===== src/rtl/core/spl_pkg.sv =====
// ============================================================================
// spl_pkg
// Shared constants, types and small arithmetic helpers of the spiking
// pooling layer.
// ============================================================================
package spl_pkg;

    localparam int MAX_WIDTH  = 32;
    localparam int MAX_HEIGHT = 32;
    localparam int CHANNELS   = 4;
    localparam int MAPS       = 4;
    localparam int MAX_POOL   = 4;
    localparam int COUNT_BITS = 16;

    localparam int XW       = $clog2(MAX_WIDTH);
    localparam int YW       = $clog2(MAX_HEIGHT);
    localparam int CHW      = $clog2(CHANNELS);
    localparam int MW       = $clog2(MAPS);
    localparam int IN_DEPTH = CHANNELS * MAX_HEIGHT * MAX_WIDTH;
    localparam int PL_DEPTH = MAPS * MAX_HEIGHT * MAX_WIDTH;
    localparam int IAW      = $clog2(IN_DEPTH);
    localparam int PAW      = $clog2(PL_DEPTH);
    localparam int WIDX_W   = 13;
    localparam int NW       = 7;

    localparam logic signed [COUNT_BITS-1:0] CNT_MAX = {1'b0, {(COUNT_BITS-1){1'b1}}};
    localparam logic signed [COUNT_BITS-1:0] CNT_MIN = {1'b1, {(COUNT_BITS-1){1'b0}}};

    // register indexes of the configuration port
    localparam logic [2:0] REG_POOL_W  = 3'd0;
    localparam logic [2:0] REG_POOL_H  = 3'd1;
    localparam logic [2:0] REG_STR_X   = 3'd2;
    localparam logic [2:0] REG_STR_Y   = 3'd3;
    localparam logic [2:0] REG_IN_W    = 3'd4;
    localparam logic [2:0] REG_IN_H    = 3'd5;
    localparam logic [2:0] REG_MODE    = 3'd6;
    localparam logic [2:0] REG_MASK    = 3'd7;

    localparam logic MODE_MAX = 1'b0;
    localparam logic MODE_AVG = 1'b1;

    typedef struct packed {
        logic signed [COUNT_BITS-1:0] emitted;
        logic                         win_valid;
        logic [WIDX_W-1:0]            win_idx;
        logic                         written;
        logic signed [COUNT_BITS-1:0] level;
    } t_pool_entry;

    localparam int PE_W = $bits(t_pool_entry);

    typedef struct packed {
        logic        fire;
        logic        neg;
        logic        we;
        t_pool_entry entry;
    } t_pool_result;

    // step a counter by one with saturation
    function automatic logic signed [COUNT_BITS-1:0] sat_step(
        input logic signed [COUNT_BITS-1:0] v, input logic dec);
        logic signed [COUNT_BITS-1:0] r;
        if (dec) r = (v == CNT_MIN) ? v : v - 1'b1;
        else     r = (v == CNT_MAX) ? v : v + 1'b1;
        return r;
    endfunction

    // quotient of a value below 40 by a divisor 1..7: reciprocal multiply
    function automatic logic [5:0] div_small(input logic [5:0] v, input logic [2:0] d);
        logic [8:0]  r;
        logic [14:0] prod;
        case (d)
            3'd1:    r = 9'd256;
            3'd2:    r = 9'd128;
            3'd3:    r = 9'd86;
            3'd4:    r = 9'd64;
            3'd5:    r = 9'd52;
            3'd6:    r = 9'd43;
            3'd7:    r = 9'd37;
            default: r = 9'd256;
        endcase
        prod = 15'(v) * 15'(r);
        return prod[13:8];
    endfunction

endpackage


===== src/rtl/core/spl_pool_alu.sv =====
// ============================================================================
// spl_pool_alu
// Update rule of one pooled output: approximate winner rule in max mode,
// rounded mean threshold in average mode.
// ============================================================================
module spl_pool_alu (
    input  spl_pkg::t_pool_entry                  i_entry,
    input  logic                                  i_mode,
    input  logic signed [spl_pkg::COUNT_BITS-1:0] i_act,
    input  logic                                  i_neg,
    input  logic [spl_pkg::WIDX_W-1:0]            i_widx,
    input  logic [spl_pkg::NW-1:0]                i_n,
    output spl_pkg::t_pool_result                 o_res
);
    import spl_pkg::*;

    logic signed [COUNT_BITS-1:0] max_p;
    logic signed [COUNT_BITS-1:0] avg_p;
    logic [COUNT_BITS:0]          abs_p;
    logic [COUNT_BITS:0]          abs_e;
    logic [COUNT_BITS+2:0]        lhs;
    logic [COUNT_BITS+NW+2:0]     rhs;
    logic                         max_fire;
    logic                         avg_fire;

    always_comb begin
        max_p = i_entry.written ? i_entry.level : CNT_MIN;
        max_fire = (i_act > max_p) ||
                   ((!i_entry.win_valid || i_entry.win_idx == i_widx) && (i_act < max_p));

        avg_p = sat_step(i_entry.written ? i_entry.level : '0, i_neg);
        abs_p = avg_p[COUNT_BITS-1] ? (COUNT_BITS+1)'(-$signed({avg_p[COUNT_BITS-1], avg_p}))
                                    : {1'b0, avg_p};
        abs_e = i_entry.emitted[COUNT_BITS-1]
              ? (COUNT_BITS+1)'(-$signed({i_entry.emitted[COUNT_BITS-1], i_entry.emitted}))
              : {1'b0, i_entry.emitted};
        // round(|p|/n) > |e|  <=>  2|p| + n >= 2n(|e|+1)
        lhs = {1'b0, abs_p, 1'b0} + (COUNT_BITS+3)'(i_n);
        rhs = {(COUNT_BITS+NW+2)'(i_n) * (COUNT_BITS+NW+2)'(abs_e + 1'b1), 1'b0};
        avg_fire = (COUNT_BITS+NW+3)'(lhs) >= rhs;

        o_res = '0;
        o_res.entry = i_entry;
        if (i_mode == MODE_MAX) begin
            o_res.fire = max_fire;
            o_res.neg  = i_act < max_p;
            o_res.we   = max_fire;
            if (max_fire) begin
                o_res.entry.level     = i_act;
                o_res.entry.written   = 1'b1;
                o_res.entry.win_idx   = i_widx;
                o_res.entry.win_valid = 1'b1;
            end
        end else begin
            o_res.fire          = avg_fire;
            o_res.neg           = avg_p[COUNT_BITS-1];
            o_res.we            = 1'b1;
            o_res.entry.level   = avg_p;
            o_res.entry.written = 1'b1;
            if (avg_fire) begin
                o_res.entry.emitted = sat_step(i_entry.emitted, avg_p[COUNT_BITS-1]);
            end
        end
    end
endmodule


===== config.mk =====
export PLATFORM = sky130hd
export DESIGN_NAME = spl_pool_alu
export DESIGN_NICKNAME = d
export VERILOG_FILES = /design/src/rtl/core/spl_pkg.sv /design/src/rtl/core/spl_pool_alu.sv
export SDC_FILE = /design/constraint.sdc
export NUM_CORES = 1
export LEC_CHECK = 0
export ABC_CLOCK_PERIOD_IN_PS = 12900
export BUFFER_PORTS_ARGS = -buffer_cell sky130_fd_sc_hd__buf_2
export CAP_MARGIN = 20
export CORE_MARGIN = 10
export CORE_UTILIZATION = 61
export DETAILED_ROUTE_END_ITERATION = 10
export GPL_ROUTABILITY_DRIVEN = 0
export PLACE_DENSITY = 0.85
export SYNTH_ARGS = -nofsm -noshare
export SYNTH_HDL_FRONTEND = slang
export SYNTH_SLANG_ARGS = --single-unit

===== constraint.sdc =====
create_clock -name vclk -period 12.9
set_clock_uncertainty 0.1 [all_clocks]
set_input_delay 1.29 -clock vclk [all_inputs]
set_output_delay 1.29 -clock vclk [all_outputs]
set_load 0.01 [all_outputs]

==> Word level (Yosys, flattened, before mapping) <==
Index checks and enable logic that the tools add are counted.
{ "totals": {"reg_bits": 0, "latchBits": 0, "mem_bits_rw": 0, "mem_bits_ro": 0, "output_inout_bits": 50, "mem_count": 0} }
{ "classes": {"addsub": 8, "mul": 1, "div_mod_pow": 0, "order_cmp": 3, "n_eq_ne": 5, "shifts": 0, "muxes": 16, "bitwise_logic": 0, "reduce_logical": 4} }
{ "ops": {"columns": ["op", "count"], "rows": [
  ["2-to-1 mux 16 bit", 10],
  ["== test 16 bit, second input constant", 4],
  ["2-to-1 mux 17 bit", 3],
  ["negator 16 -> 17 bit", 2],
  ["adder 16 x 1 -> 16 bit, second input constant", 2],
  ["subtractor 16 x 1 -> 16 bit, second input constant", 2],
  ["2-to-1 mux 31 bit", 1],
  ["greater-or-equal comparator 19 x 26 -> 1 bit", 1],
  ["multiplier 7 x 18 -> 25 bit", 1],
  ["adder 18 x 7 -> 19 bit", 1],
  ["adder 17 x 1 -> 18 bit, second input constant", 1],
  ["> comparator 16 bit", 1],
  ["< comparator 16 bit", 1],
  ["2-to-1 mux 14 bit", 1],
  ["== test 13 bit", 1],
  ["2-to-1 mux 3 bit", 1],
  ["logical OR 1 bit", 2],
  ["logical AND 1 bit", 1],
  ["logical NOT 1 bit", 1]
]} }

==> Logic depth before layout (Yosys ltp) <==
{ "logic_depth": {"ltp_word": 10, "ltp_mapped": 41, "ltp_nobuf": 38} }

==> Worst setup path after synthesis <==
OpenSTA, ideal clock, no wires.
{ "synth_timing": {"path_kind": "input to output", "startpoint": "input i_entry[31] (netlist bit)", "endpoint": "output o_res[37] (netlist bit)", "arrival_ps": 10033, "t_required_ps": 11510, "path_slack_ps": 1477, "stages": 37, "path_buffers": 1, "cell_sequence": "inv_1 -> ha_1 -> or3b_4 -> or3_1 -> or3_1 -> and2_1 -> xnor2_1 -> or3_1 -> or3_1 -> nor3_1 -> xnor2_2 -> nor2_1 -> fa_1 -> fa_1 -> fa_1 -> inv_1 -> fa_1 -> inv_1 -> ha_1 -> inv_1 -> o22ai_1 -> a211o_1 -> a21o_1 -> a41oi_1 -> xor2_1 -> ha_1 -> o21ai_0 -> a21oi_1 -> o21ai_0 -> a221oi_1 -> o211ai_1 -> a311oi_1 -> o2111ai_1 -> or4_1 -> clkbuf_1 -> a21oi_1 -> xor2_1"} }
{ "synth_lines": {"columns": ["item", "line_no", "text"], "rows": [
  ["start: declaration", "spl_pool_alu.sv:7", "input spl_pkg::t_pool_entry i_entry,"],
  ["end: declaration", "spl_pool_alu.sv:13", "output spl_pkg::t_pool_result o_res"]
]} }

==> flow_summary.json <==
{
  "cp_max_fo": 23,
  "multi_input_area_um2": 7973,
  "synth_cell_types": 88,
  "nets": 1456,
  "clockPowerShare": 0,
  "pwr-share-seq": 0,
  "yosys_warnings": 0,
  "drv_cap": 0,
  "drt_iter0_markers": 782,
  "internal_power_uw": 605.7,
  "clock_buffers": 0,
  "rsz0062_at_grt": "no",
  "flops_and_latches": 0,
  "die_w_um": 137.7,
  "synth_cells": 1101,
  "min_period_over_period": 0.9362,
  "setup_viol": 0,
  "drv_slew": 0,
  "swShare": 0.5650,
  "leakage_nw": 4.216,
  "die-area_um2": 18950,
  "cts_hold_buf": 0,
  "min_from": "i_entry[30]",
  "post-route-util": 0.6887,
  "final_layout_size_suffix_gt1_frac": 0.1617,
  "synth.cell_area_um2": 8444,
  "final_cell_mix": "135 x buf_2, 89 x ha_1, 85 x nand2_1, 82 x and2_1",
  "hold_end": "o_res[30]",
  "rows": 42,
  "wl_per_cell_um": 17.69,
  "power_density_nw_per_um2": 150.9,
  "port_buffers": 135,
  "grt_pass1_vias": 8550,
  "stdcell_area_um2": 9229,
  "dp_slack_ns": 0.4087,
  "fin_tns_setup_ns": 0,
  "gr-usage-met2": 0.4311,
  "slowest_stage": "or4_4",
  "finalHoldViolCount": 0,
  "syn2layout_area_growth_pct": 9.290,
  "grt_use_total": 0.2538,
  "cts_setup_buffers": 0,
  "p_switching_uw": 786.6,
  "fp.coreArea_um2": 13400,
  "final_common_cell": "buf_2",
  "antennaDiodeCount": 0,
  "cts_resized": 0,
  "viasPerCell": 6.180,
  "worst_slack_ns": 0.8230,
  "regArea_um2": 0,
  "antenna_found_initial": 0,
  "status": "complete, no violations",
  "cp_slowest_stage_delay_ns": 0.69,
  "place_inst": 1374,
  "grt_max_degree": 42,
  "io_pins": 135,
  "use_met1": 0.3173,
  "whs_path_depth": 3,
  "finalPower_mw": 1.392,
  "crit_path_end_kind": "output pin",
  "initial_core_util": 0.6302,
  "overflow": 0,
  "hpwl_mm": 20.30,
  "dieHeight_um": 137.7,
  "hp-class": "primary input to output pin",
  "dr.pass1.iters": 5,
  "ys_seq_area_frac": 0,
  "path_class": "primary input to output pin",
  "drt_wl_total_mm": 24.34,
  "ir_drop_v": 0.0001007,
  "stdcell_count": 1376,
  "drc": 0,
  "slew_headroom": 0.3952,
  "ant_nets": 0,
  "worstPathArrival_ns": 10.69,
  "grt_pass1_wl_mm": 40.65,
  "startpoint_type": "primary input",
  "tightest_slew_ns": 0.9008,
  "max_freq_mhz": 82.80,
  "comb_power_share": 1.000,
  "holdWs_ns": 2.786,
  "required_ns": 11.51,
  "nFillCells": 1139,
  "avgSynthCellArea_um2": 7.670,
  "met3_usage": 0.06191,
  "grt_busiest_layer": "met2",
  "post-route-min-period_ns": 12.08,
  "dr_total_vias": 8503,
  "placed_cell_area_um2": 9190
}
[worst max-delay path by stage]
stage / slack [ns] / cells past startpoint / startpoint / endpoint
2_1_floorplan: 1.48 / 37 / i_entry[31] / o_res[37]
3_3_place_gp: 0.77 / 37 / i_entry[32] / o_res[44]
3_5_place_dp: 0.41 / 38 / i_entry[32] / o_res[37]
4_1_cts: 0.39 / 38 / i_entry[32] / o_res[37]
5_1_grt: 0.09 / 39 / i_entry[31] / o_res[37]
6_report: 0.82 / 39 / i_entry[31] / o_res[37]
[synthesized netlist by cell type, drive strengths merged, types with 17 or more instances]
master,count,share of area
nand2,86,0.039
buf,23,0.015
nand2b,26,0.019
fa,80,0.19
clkbuf,34,0.015
xnor2,49,0.053
xor2,58,0.061
a21oi,60,0.036
nand4,17,0.013
or3,23,0.018
nor3,24,0.017
and2,82,0.061
inv,80,0.036
nor2,50,0.023
o21ai,51,0.032
nand3,35,0.021
ha,89,0.13
nor2b,30,0.022
[worst max-delay path: cells and delay by family]
kind | cells | cell delay [ns]
adders and majority gates | 8 | 3.02
and+or+nand+nor | 9 | 2.77
AOI/OAI and AO/OA | 13 | 2.38
xor gates and xnor gates | 3 | 0.62
buffers and inverters | 6 | 0.58
[cell type report]
cell class                 count  area share
multi-input combinational    978      0.8639
inverter                      80     0.03254
tap                          176     0.02386
timing repair buffer         142     0.07972
[per-layer routing]
layer	vias up	share of wire
met1	4039	0.42
met4	0	0.022
met2	370	0.48
met5	-	0
li1	4046	-
met3	48	0.085
[power groups by stage]
stage / registers (mW) / logic, mW / clock network (mW)
3_3_place_gp: 0 / 1.32 / 0
3_5_place_dp: 0 / 1.36 / 0
2_1_floorplan: 0 / 1.07 / 0
5_1_grt: 0 / 1.59 / 0
6_report: 0 / 1.39 / 0
4_1_cts: 0 / 1.37 / 0
[cell families after synthesis]
family / Yosys count / synth area share
buffers and inverters: 137 / 0.06549
and+or+nand+nor: 420 / 0.2731
AOI/OAI and AO/OA: 244 / 0.1974
xor gates and xnor gates: 107 / 0.1136
muxes: 22 / 0.02800
adders and majority gates: 169 / 0.3215
other: 2 / 0.0008894
Note: power is estimated with default switching activity, not from simulation.
